[src/design/dsb_pkg.sv]
// ----------------------------------------------------------------------------
// dsb_pkg
// Shared constants and control structs of the delay-and-sum beamformer.
// ----------------------------------------------------------------------------
`default_nettype none

package dsb_pkg;

  // Fixed widths of the external fields.
  localparam int IN_W   = 16;  // microphone sample port width
  localparam int OUT_W  = 19;  // beam mean width, three fractional bits
  localparam int DLY_W  = 4;   // delay register width
  localparam int NREG   = 8;   // number of delay registers
  localparam int IDX_W  = 3;   // configuration index width

  // Control of one channel cell.
  typedef struct packed {
    logic             shift_en;   // a new frame is accepted this cycle
    logic             cfg_we;     // write this cell's delay register
    logic [DLY_W-1:0] cfg_delay;  // delay value to write
  } dsb_cell_ctl_t;

  // Pipeline control handed to the mean stage.
  typedef struct packed {
    logic advance;  // every stage moves one step this cycle
    logic valid;    // the stage feeding the mean unit holds a beat
  } dsb_pipe_ctl_t;

endpackage

`default_nettype wire

[src/design/dsb_cell.sv]
// ----------------------------------------------------------------------------
// dsb_cell
// One microphone channel: delay register, sample history line and the adder
// that folds the delayed sample into the partial sum passed along the row.
// ----------------------------------------------------------------------------
`default_nettype none

module dsb_cell #(
  parameter int DEPTH = 16,
  parameter int SB    = 16,
  parameter int SW    = 19
) (
  input  logic                   clk,
  input  logic                   rst_n,
  input  dsb_pkg::dsb_cell_ctl_t ctl,
  input  logic [SB-1:0]          sample_in,
  input  logic signed [SW-1:0]   psum_in,
  output logic signed [SW-1:0]   psum_out
);
  import dsb_pkg::*;

  localparam int IW = $clog2(DEPTH);
  localparam int HD = DEPTH - 1;

  logic [DLY_W-1:0] delay_r;
  logic [SB-1:0]    hist_r [HD];
  logic [IW-1:0]    dsat;
  logic [IW-1:0]    tap_idx;
  logic [SB-1:0]    tap;

  // Slot zero holds the sample of one frame ago.
  always_ff @(posedge clk) begin
    if (!rst_n) begin
      delay_r <= '0;
      for (int j = 0; j < HD; j++) begin
        hist_r[j] <= '0;
      end
    end else begin
      if (ctl.cfg_we) begin
        delay_r <= ctl.cfg_delay;
      end
      if (ctl.shift_en) begin
        hist_r[0] <= sample_in;
        for (int j = 1; j < HD; j++) begin
          hist_r[j] <= hist_r[j-1];
        end
      end
    end
  end

  // A delay beyond the line length reads the oldest slot.
  always_comb begin
    if (32'(delay_r) > HD) begin
      dsat = IW'(HD);
    end else begin
      dsat = IW'(delay_r);
    end
  end

  assign tap_idx  = IW'(dsat - IW'(1));
  assign tap      = (dsat == '0) ? sample_in : hist_r[tap_idx];
  assign psum_out = psum_in + SW'($signed(tap));

endmodule

`default_nettype wire

[src/design/dsb_mean_div.sv]
// ----------------------------------------------------------------------------
// dsb_mean_div
// Floor of eight times the channel sum over the channel count, by a
// registered reciprocal multiply followed by a one-step remainder correction.
// ----------------------------------------------------------------------------
`default_nettype none

module dsb_mean_div #(
  parameter int CHANNELS = 8,
  parameter int SW       = 19
) (
  input  logic                               clk,
  input  logic                               rst_n,
  input  dsb_pkg::dsb_pipe_ctl_t             ctl,
  input  logic signed [SW-1:0]               sum_in,
  output logic                               out_valid,
  output logic signed [dsb_pkg::OUT_W-1:0]   mean
);
  import dsb_pkg::*;

  // The sum is biased by a multiple of the channel count so the divide
  // works on a non-negative value; the bias is taken off at the end.
  localparam int XW = SW + 3;
  localparam int K  = XW;
  localparam int MW = XW + 3;
  localparam int EW = MW;
  localparam int PW = XW + MW;
  localparam int RW = XW + 7;
  localparam int FW = (EW + 1 > OUT_W) ? EW + 1 : OUT_W;

  localparam logic [MW:0]   SCALE = (MW + 1)'(1) << (K + 3);
  localparam logic [MW-1:0] MUL   = MW'(SCALE / CHANNELS);
  localparam logic [XW-1:0] OFFS  = XW'(CHANNELS) << (SW - 1);
  localparam logic [EW:0]   BIAS  = (EW + 1)'(1) << (SW + 2);

  logic                    v2_r, v3_r;
  logic [XW-1:0]           x_nxt, x_r;
  logic [PW-1:0]           prod_nxt, prod_r;
  logic [EW-1:0]           est;
  logic [RW-1:0]           rem;
  logic [EW-1:0]           q_corr;
  logic signed [EW:0]      qs;
  logic signed [FW-1:0]    qf;
  logic signed [OUT_W-1:0] mean_nxt, mean_r;

  assign x_nxt    = XW'(sum_in) + OFFS;
  assign prod_nxt = PW'(x_nxt) * PW'(MUL);

  // The estimate is low by at most one.
  assign est      = prod_r[PW-1:K];
  assign rem      = (RW'(x_r) << 3) - RW'(est) * RW'(CHANNELS);
  assign q_corr   = (rem >= RW'(CHANNELS)) ? EW'(est + EW'(1)) : est;
  assign qs       = $signed({1'b0, q_corr} - BIAS);
  assign qf       = FW'(qs);
  assign mean_nxt = qf[OUT_W-1:0];

  always_ff @(posedge clk) begin
    if (!rst_n) begin
      v2_r <= 1'b0;
      v3_r <= 1'b0;
    end else if (ctl.advance) begin
      v2_r <= ctl.valid;
      v3_r <= v2_r;
    end
  end

  always_ff @(posedge clk) begin
    if (ctl.advance) begin
      x_r    <= x_nxt;
      prod_r <= prod_nxt;
      mean_r <= mean_nxt;
    end
  end

  assign out_valid = v3_r;
  assign mean      = mean_r;

endmodule

`default_nettype wire

[src/design/delay_and_sum_beamformer_unit.sv]
// ----------------------------------------------------------------------------
// delay_and_sum_beamformer_unit
// Eight-microphone delay-and-sum beamformer with a continuous output stream.
//
// Each input beat carries one time-aligned sample per microphone on in_mic0
// to in_mic7 (in_valid / in_ready). Each output beat carries out_beam_mean,
// the mean of the delayed samples in signed fixed point with three
// fractional bits (out_valid / out_ready). Every input beat yields exactly
// one output beat, in order.
// Delays are written on the cfg_we / cfg_index / cfg_data port, one 4-bit
// register per microphone; the user must write them only while the block is
// idle, which the block itself does not enforce. A delay of zero uses the
// sample of the same beat; larger delays reach back that many beats.
// Throughput is one beat per cycle unless the output stalls. A beat passes
// three registers: the channel row's sum register, the mean unit's reciprocal
// multiply and the output register after its remainder correction.
// Synchronous reset clears all history lines to zero, the delays to zero and
// empties the pipeline; no clearing pass is needed afterwards. When the
// receiver holds out_ready low with a beat waiting, the whole pipeline
// freezes and in_ready drops, even while the earlier stages are empty.
// ----------------------------------------------------------------------------
`default_nettype none

module delay_and_sum_beamformer_unit #(
  parameter int CHANNELS    = 8,
  parameter int DELAY_DEPTH = 16,
  parameter int SAMPLE_BITS = 16
) (
  input  logic                                clk,
  input  logic                                rst_n,
  // Input channel.
  input  logic                                in_valid,
  output logic                                in_ready,
  input  logic signed [dsb_pkg::IN_W-1:0]     in_mic0,
  input  logic signed [dsb_pkg::IN_W-1:0]     in_mic1,
  input  logic signed [dsb_pkg::IN_W-1:0]     in_mic2,
  input  logic signed [dsb_pkg::IN_W-1:0]     in_mic3,
  input  logic signed [dsb_pkg::IN_W-1:0]     in_mic4,
  input  logic signed [dsb_pkg::IN_W-1:0]     in_mic5,
  input  logic signed [dsb_pkg::IN_W-1:0]     in_mic6,
  input  logic signed [dsb_pkg::IN_W-1:0]     in_mic7,
  // Result channel.
  output logic                                out_valid,
  input  logic                                out_ready,
  output logic signed [dsb_pkg::OUT_W-1:0]    out_beam_mean,
  // Configuration port.
  input  logic                                cfg_we,
  input  logic [dsb_pkg::IDX_W-1:0]           cfg_index,
  input  logic [dsb_pkg::DLY_W-1:0]           cfg_data
);
  import dsb_pkg::*;

  // The sum grows by the log of the channel count over one sample.
  localparam int SW = SAMPLE_BITS + $clog2(CHANNELS);

  logic                 advance;
  logic                 accept;
  logic                 v1_r;
  logic signed [SW-1:0] sum_r;
  logic [IN_W-1:0]      mic_a [NREG];
  logic signed [SW-1:0] psum [CHANNELS + 1];
  dsb_cell_ctl_t        cell_ctl [CHANNELS];
  dsb_pipe_ctl_t        pipe_ctl;

  // All stages step together; they hold only while a finished beat waits
  // at the output and the receiver is not taking it.
  assign advance  = !out_valid || out_ready;
  assign in_ready = advance;
  assign accept   = in_valid && in_ready;

  assign mic_a[0] = in_mic0;
  assign mic_a[1] = in_mic1;
  assign mic_a[2] = in_mic2;
  assign mic_a[3] = in_mic3;
  assign mic_a[4] = in_mic4;
  assign mic_a[5] = in_mic5;
  assign mic_a[6] = in_mic6;
  assign mic_a[7] = in_mic7;

  // The row of channel cells: each adds its delayed sample to the partial
  // sum from its left neighbor. Samples are taken as raw bits and then
  // sign-extended from SAMPLE_BITS inside the cell.
  assign psum[0] = '0;

  for (genvar k = 0; k < CHANNELS; k++) begin : g_cell
    assign cell_ctl[k].shift_en  = accept;
    assign cell_ctl[k].cfg_we    = cfg_we && (cfg_index == IDX_W'(k));
    assign cell_ctl[k].cfg_delay = cfg_data;

    dsb_cell #(
      .DEPTH (DELAY_DEPTH),
      .SB    (SAMPLE_BITS),
      .SW    (SW)
    ) u_cell (
      .clk       (clk),
      .rst_n     (rst_n),
      .ctl       (cell_ctl[k]),
      .sample_in (SAMPLE_BITS'(mic_a[k])),
      .psum_in   (psum[k]),
      .psum_out  (psum[k+1])
    );
  end

  // First pipeline stage: the full channel sum.
  always_ff @(posedge clk) begin
    if (!rst_n) begin
      v1_r <= 1'b0;
    end else if (advance) begin
      v1_r <= in_valid;
    end
  end

  always_ff @(posedge clk) begin
    if (advance) begin
      sum_r <= psum[CHANNELS];
    end
  end

  assign pipe_ctl.advance = advance;
  assign pipe_ctl.valid   = v1_r;

  // Mean unit: reciprocal multiply and correction, then the output register.
  dsb_mean_div #(
    .CHANNELS (CHANNELS),
    .SW       (SW)
  ) u_mean (
    .clk       (clk),
    .rst_n     (rst_n),
    .ctl       (pipe_ctl),
    .sum_in    (sum_r),
    .out_valid (out_valid),
    .mean      (out_beam_mean)
  );

endmodule

`default_nettype wire

[config.mk]
export PLATFORM = sky130hd
export DESIGN_NAME = delay_and_sum_beamformer_unit
export DESIGN_NICKNAME = d
export VERILOG_FILES = /design/src/design/dsb_pkg.sv /design/src/design/dsb_cell.sv /design/src/design/dsb_mean_div.sv /design/src/design/delay_and_sum_beamformer_unit.sv
export SDC_FILE = /design/constraint.sdc
export NUM_CORES = 2
export LEC_CHECK = 0
export BUFFER_PORTS_ARGS = -buffer_cell sky130_fd_sc_hd__buf_2
export CAP_MARGIN = 20
export CORE_ASPECT_RATIO = 1.2
export CORE_UTILIZATION = 56
export DETAILED_ROUTE_END_ITERATION = 10
export GPL_ROUTABILITY_DRIVEN = 0
export PLACE_DENSITY = 0.72
export SYNTH_ARGS = -nofsm -noshare
export SYNTH_HDL_FRONTEND = slang
export SYNTH_SLANG_ARGS = --single-unit
[constraint.sdc]
create_clock -name clk -period 139.4 [get_ports clk]
set_clock_uncertainty 0.1 [all_clocks]
set_input_delay 13.94 -clock clk [delete_from_list [all_inputs] [get_ports clk]]
set_output_delay 13.94 -clock clk [all_outputs]
set_load 0.05 [all_outputs]
Word level (Yosys, flattened, before mapping)
Memory sizes are Yosys's and may differ from the RTL's.
Cells that the tools add are included.
W data, S select, Z words.
{"block": "word_totals", "input_bits": 140, "regBits": 95, "output_inout_bits": 21, "n_memories": 8, "ramBits": 1920, "elab_cells": 322}
{"memory": "g_cell[0].u_cell.hist_r", "depth": 15, "word_bits": 16, "read_ports": 15, "rd_ports_with_merged_regs": 0, "wr": 15, "line_no": "dsb_cell.sv:26", "text": "logic [SB-1:0] hist_r [HD];"}
{"memory": "g_cell[1].u_cell.hist_r", "depth": 15, "word_bits": 16, "read_ports": 15, "rd_ports_with_merged_regs": 0, "wr": 15, "line_no": "dsb_cell.sv:26"}
{"memory": "g_cell[2].u_cell.hist_r", "depth": 15, "word_bits": 16, "read_ports": 15, "rd_ports_with_merged_regs": 0, "wr": 15, "line_no": "dsb_cell.sv:26"}
{"memory": "g_cell[3].u_cell.hist_r", "depth": 15, "word_bits": 16, "read_ports": 15, "rd_ports_with_merged_regs": 0, "wr": 15, "line_no": "dsb_cell.sv:26"}
{"memory": "g_cell[4].u_cell.hist_r", "depth": 15, "word_bits": 16, "read_ports": 15, "rd_ports_with_merged_regs": 0, "wr": 15, "line_no": "dsb_cell.sv:26"}
{"memory": "g_cell[5].u_cell.hist_r", "depth": 15, "word_bits": 16, "read_ports": 15, "rd_ports_with_merged_regs": 0, "wr": 15, "line_no": "dsb_cell.sv:26"}
{"memory": "2 more memories"}
{"block": "op_classes", "muxes": 133, "reduce_logical": 20, "addsub": 19, "order_cmp": 1, "eq_ne": 7, "bitwise": 120}
{"op": "$mux W16", "n": 128}
{"op": "$or A1 B1 Y1", "n": 120}
{"op": "$add A19 B16 Y19", "n": 4}
{"op": "$logic_not A4 Y1", "n": 8}
{"op": "$sub A4 B1 Y4 const B", "n": 8}
{"op": "$ge A29 B4 Y1 const B", "n": 1}
{"op": "$sub A25 B25 Y26", "n": 1}
{"op": "$add A22 B22 Y22 const B", "n": 1}
{"op": "$add A18 B16 Y19", "n": 1}
{"op": "$add A19 B1 Y19 const B", "n": 1}
{"op": "$mux W19", "n": 1}
{"op": "$sub A19 B1 Y19 const B", "n": 1}
{"op": "$add A17 B16 Y18", "n": 1}
{"op": "$add A16 B16 Y17", "n": 1}
{"op": "$eq A3 B3 Y1 const B", "n": 4}
{"op": "$logic_and A1 B1 Y1", "n": 9}
{"op": "$eq A3 B2 Y1 const B", "n": 2}
{"op": "$mux W1", "n": 4}
{"op": "$eq A3 B1 Y1 const B", "n": 1}
{"op": "$logic_not A3 Y1", "n": 1}
{"op": "$logic_not A1 Y1", "n": 1}
{"op": "$logic_or A1 B1 Y1", "n": 1}

Longest topological paths before layout
An unclocked memory read counts as a cell.
{"block": "logic_depth", "depth_word": 10, "ltp_mapped": 30, "ltp_nobuf": 22}

Cells and area by module
A second synthesis with hierarchy kept.
{"block": "hier_totals", "hier_cells": 7231, "hier_area_um2": 98204.2}
{"mod": "dsb_cell at g_cell[2].u_cell ...", "cells_each": 894, "n_inst": 4, "seq_area_each_um2": 7287.0, "area_per_inst_um2": 12040.3}
{"mod": "dsb_cell at g_cell[6].u_cell ...", "cells_each": 893, "n_inst": 2, "seq_area_each_um2": 7287.0, "area_per_inst_um2": 12032.8}
{"mod": "dsb_cell at g_cell[0].u_cell ...", "cells_each": 893, "n_inst": 2, "seq_area_each_um2": 7287.0, "area_per_inst_um2": 12029.0}
{"mod": "dsb_mean_div", "cells_each": 44, "n_inst": 1, "seq_area_each_um2": 1181.1, "area_per_inst_um2": 1213.7}
{"mod": "delay_and_sum_beamformer_unit", "cells_each": 39, "n_inst": 1, "seq_area_each_um2": 590.6, "area_per_inst_um2": 705.7}

Worst setup path before layout
No wires, ideal clock.
{"block": "synth_timing", "path_type": "input to register", "startpoint": "input port out_ready", "endpoint": "memory g_cell[0].u_cell.hist_r[0][0], enable pin", "path_slack_ns": 79.819, "required_time_ns": 126.295, "arrival_ns": 46.476, "cell_stages": 4, "n_path_buf": 1, "setup_time_ns": 13.005, "path_cell_list": "nand2b_1 > buf_1 > nand2_1 > nand2_1"}
{"element": "start: declaration", "line_no": "delay_and_sum_beamformer_unit.sv:44", "text": "input logic out_ready,"}
{"element": "end: declaration", "line_no": "dsb_cell.sv:26"}

Final worst setup path
{"block": "layout_timing", "startpoint": "input port out_ready", "endpoint": "output port in_ready"}
{"block": "layout_between", "elab_chain_cells": 1}
{"element": "$logic_or A1 B1 Y1", "line_no": "delay_and_sum_beamformer_unit.sv:67", "text": "assign advance = !out_valid || out_ready;"}
{"element": "end: declaration", "line_no": "delay_and_sum_beamformer_unit.sv:33", "text": "output logic in_ready,"}
No other way between the ends.

==> results.rst <==
.. list-table::
   :header-rows: 1

   * - Metric
     - Value
   * - Dominant synthesized flop cell
     - sky130_fd_sc_hd__edfxtp_1
   * - Number of antenna violations at the first check in global routing
     - 22
   * - Die height
     - around 450 um
   * - HPWL reported at the end of detailed placement
     - around 120000 um
   * - Core Box Area
     - 166600 um^2
   * - Total track usage
     - 0.2324
   * - Area overhead of the layout relative to synthesis
     - 9.417%
   * - Initial Util
     - 0.5639
   * - Maximum number of pins on one net before global-route repair
     - approximately 170
   * - Internal
     - 1.171 mW
   * - Number of hold violations in the final report
     - 0
   * - TritonCTS buffer count
     - 197
   * - Violation count after the first detailed-routing iteration
     - roughly 4800
   * - Critical path class
     - in2out
   * - Cell count of the worst reg-to-reg path
     - 20
   * - Number of flip-flops and latches in the synthesized netlist
     - between 2000 and 2500
   * - Root buffer cell
     - sky130_fd_sc_hd__clkbuf_16
   * - Per-cell via count in the routed design
     - 5.840
   * - Highest net fanout along the worst path
     - 64
   * - Number of failing setup endpoints in the final timing report
     - 0
   * - Power share of the combinational group
     - 0.214
   * - Switching portion of total power
     - 0.2832
   * - Die Outline Area
     - approximately 170000 um^2
   * - Netlist Area Pre-Place
     - between 90000 and 100000 um^2
   * - Via count of the routed design
     - around 51000
   * - Kind of path behind the tightest hold check
     - reg2reg
   * - Share of the yosys chip area belonging to registers
     - 0.6393
   * - Unique masters post-synth
     - 58
   * - Post-Syn Nets
     - roughly 6500
   * - Post-route design area
     - between 100000 and 150000 um^2
   * - Layout net count
     - roughly 6500
   * - RSZ-0062 raised after global routing
     - no
   * - Number of buffers inserted to repair setup after CTS
     - 0
   * - Remaining design rule violation count
     - 0
   * - Clock latency on the worst-skew pair
     - about 0.84 ns
   * - Total number of yosys warnings
     - 0
   * - Crit path setup slack, layout
     - ~110 ns
   * - Post-detailed-routing wire length
     - between 150000 and 200000 um
   * - Post-CTS sizing
     - 0
   * - Clock Power Share
     - 0.320
   * - IR drop worst, VDD
     - between 0.02 and 0.025 mV
   * - Ratio of total power to cell area
     - around 16 nW/um^2
   * - Proportion of power drawn by flip-flops and latches
     - 0.466
   * - Tightest Pin Transition
     - between 1 and 1.5 ns
   * - Switching Power
     - around 460 uW
   * - Setup Slack @ Placement
     - 110.24 ns
   * - Number of inserted filler cells in the final layout
     - about 12000
   * - Wire length of the first global-routing pass
     - just over 300000 um
   * - Sum of overflow across all layers after global routing
     - 0
   * - Die Span X
     - 375.9 um
   * - TritonCTS clock tree
     - done
   * - Share of the cycle needed by the critical path after routing
     - 0.2089
   * - ANT nets after route
     - 0
   * - Count of flip-flops with a built-in enable after synthesis
     - about 2000
   * - Share of final-layout standard cells stronger than drive strength 1
     - 0.1546
   * - Share of synthesized registers carrying an async set or reset
     - 0
   * - Maximum number of buffers from clock root to sink
     - 3
   * - Top Ports
     - ~160
   * - Data arrival, critical path
     - between 15 and 20 ns
   * - TNS Setup
     - 0 ns
   * - Element type at the critical path end
     - primary output
   * - Worst Hold Path Cells
     - 0
   * - F_max
     - around 34 MHz
   * - Relative slew slack
     - 0.2054
   * - Min cycle time layout
     - ~29 ns
   * - P_leak
     - approximately 38 nW
   * - Gate count after technology mapping
     - approximately 6200
   * - Worst endpoint required time
     - 125.36 ns
   * - Port bufs
     - 160
   * - Dpl cell area
     - ~96000 um^2
   * - Post-Syn Area per Cell
     - 15.12 um^2
   * - Result of the run
     - completed
   * - Max Transition Viols Final
     - 0
   * - Total of hold buffers inserted after clock tree synthesis
     - 0
   * - Number of optimization iterations in the first detailed-route pass
     - 6
   * - Number of global-route vias before repair
     - just over 50000
   * - Crit path launch type
     - input pin
   * - Final routed wire length divided by cell count
     - about 22 um
   * - Count of H-tree levels built during CTS
     - 4
   * - Number of max-cap violations
     - 0
   * - Placement row count
     - 164
   * - Clk slew on worst S/H paths
     - approximately 0.060 ns
   * - Number of sinks on the clock net
     - slightly above 2000
## layer usage
layer,vias up,track usage,share of wire
li1,22830,-,-
met1,26090,0.3334,0.43
met2,1304,0.3630,0.48
met3,289,0.03792,0.060
met4,14,0.08163,0.033
met5,-,0,0.00044
## synth_stat cells (all sizes together), types with 36 or more instances
library cell	instances	area, um^2
mux2i	164	1642
clkbuf	288	1091
edfxtp	1977	59370
and2	1923	12030
buf	145	1056
inv	100	375.4
nand2	45	168.9
fa	99	1982
a21oi	155	775.7
a211oi	296	2222
mux2	36	405.4
mux4	384	8693
nor2	229	859.6
nor2b	123	769.5
## kinds of logic (layout without fill, tap and decap cells)
family / after synthesis / in the layout / share of synthesized area
AOI/OAI and AO/OA: 553 / 553 / 0.03978
xor gates and xnor gates: 31 / 31 / 0.003369
adders and majority gates: 134 / 134 / 0.02576
buffers and inverters: 534 / 724 / 0.02694
DFF: 2012 / 2012 / 0.6393
muxes: 584 / 584 / 0.1143
other: 0 / 10 / 0
and+or+nand+nor: 2364 / 2364 / 0.1505
## worst max-delay path, cell delays in order
cell,delay (ns)
sky130_fd_sc_hd__buf_2,0.08
sky130_fd_sc_hd__nand2b_4,0.65
sky130_fd_sc_hd__buf_2,0.40
## final cells by class
class / instances / area (um^2) / share of cell area
Inverter: 100 / 375.4 / 0.003651
Multi-Input combinational cell: 3666 / 31560 / 0.3070
Tap cell: 2241 / 2804 / 0.02728
Timing Repair Buffer: 264 / 1707 / 0.01660
Sequential cell: 2012 / 60100 / 0.5846
Clock buffer: 253 / 5223 / 0.05080
Clock inverter: 107 / 1007 / 0.009798
Antenna cell: 10 / 25.02 / 0.0002434
## per-stage QoR
| step | hold WS [ns] | total power, mW | utilization | instances |
|---|---|---|---|---|
| global placement | 0.3025 | 1.109 | 0.5786 | 8277 |
| CTS | 0.3185 | 1.641 | 0.6160 | 8638 |
| detailed placement | 0.3045 | 1.119 | 0.5787 | 8278 |
| finish | 0.3178 | 1.633 | 0.6170 | 8653 |
| floorplan | 0.3003 | 1.084 | - | 6212 |
| global route | 0.3217 | 1.705 | 0.6169 | 8645 |
## worst paths after layout
| check | start | end | slack (ns) |
|---|---|---|---|
| setup / recovery | out_ready | in_ready | 110.28 |
| hold / removal | sum_r[12] | u_mean.x_r[12] | 0.32 |
| setup reg to reg | g_cell[4].u_cell.delay_r[0] | sum_r[16] | 131.46 |
| hold reg to reg | sum_r[12] | u_mean.x_r[12] | 0.32 |
## power by group through the flow
stage	combinational, mW	clock, mW	sequential, mW
after global placement	0.339	0	0.770
after detailed placement	0.346	0	0.773
after global routing	0.386	0.553	0.767
after floorplan	0.251	0	0.833
after CTS	0.348	0.532	0.761
final	0.349	0.523	0.761
## cells in the final DEF, fill, tap and decap left out, types with 28 or more instances in the layout
cell,instances
sky130_fd_sc_hd__and2_1,1923
sky130_fd_sc_hd__nor2b_1,123
sky130_fd_sc_hd__nor2_1,227
sky130_fd_sc_hd__nand2_1,44
sky130_fd_sc_hd__buf_2,160
sky130_fd_sc_hd__a211oi_1,296
sky130_fd_sc_hd__clkbuf_1,50
sky130_fd_sc_hd__clkbuf_16,199
sky130_fd_sc_hd__mux4_2,372
sky130_fd_sc_hd__clkinv_1,37
sky130_fd_sc_hd__clkinv_2,38
sky130_fd_sc_hd__edfxtp_1,1977
sky130_fd_sc_hd__o22ai_1,28
sky130_fd_sc_hd__mux2_2,36
sky130_fd_sc_hd__a21oi_1,155
sky130_fd_sc_hd__inv_1,100
sky130_fd_sc_hd__mux2i_1,164
sky130_fd_sc_hd__buf_4,96
sky130_fd_sc_hd__fa_1,99
## flip-flops by register name (all words and copies together), names as in the netlist
register	count
v1_r	1
g_cell.u_cell.delay_r	32
u_mean.x_r	19
u_mean.v2_r	1
u_mean.out_valid	1
sum_r	19
u_mean.mean	19
g_cell.u_cell.hist_r	1920
Note: power is estimated with default switching activity, not from simulation.
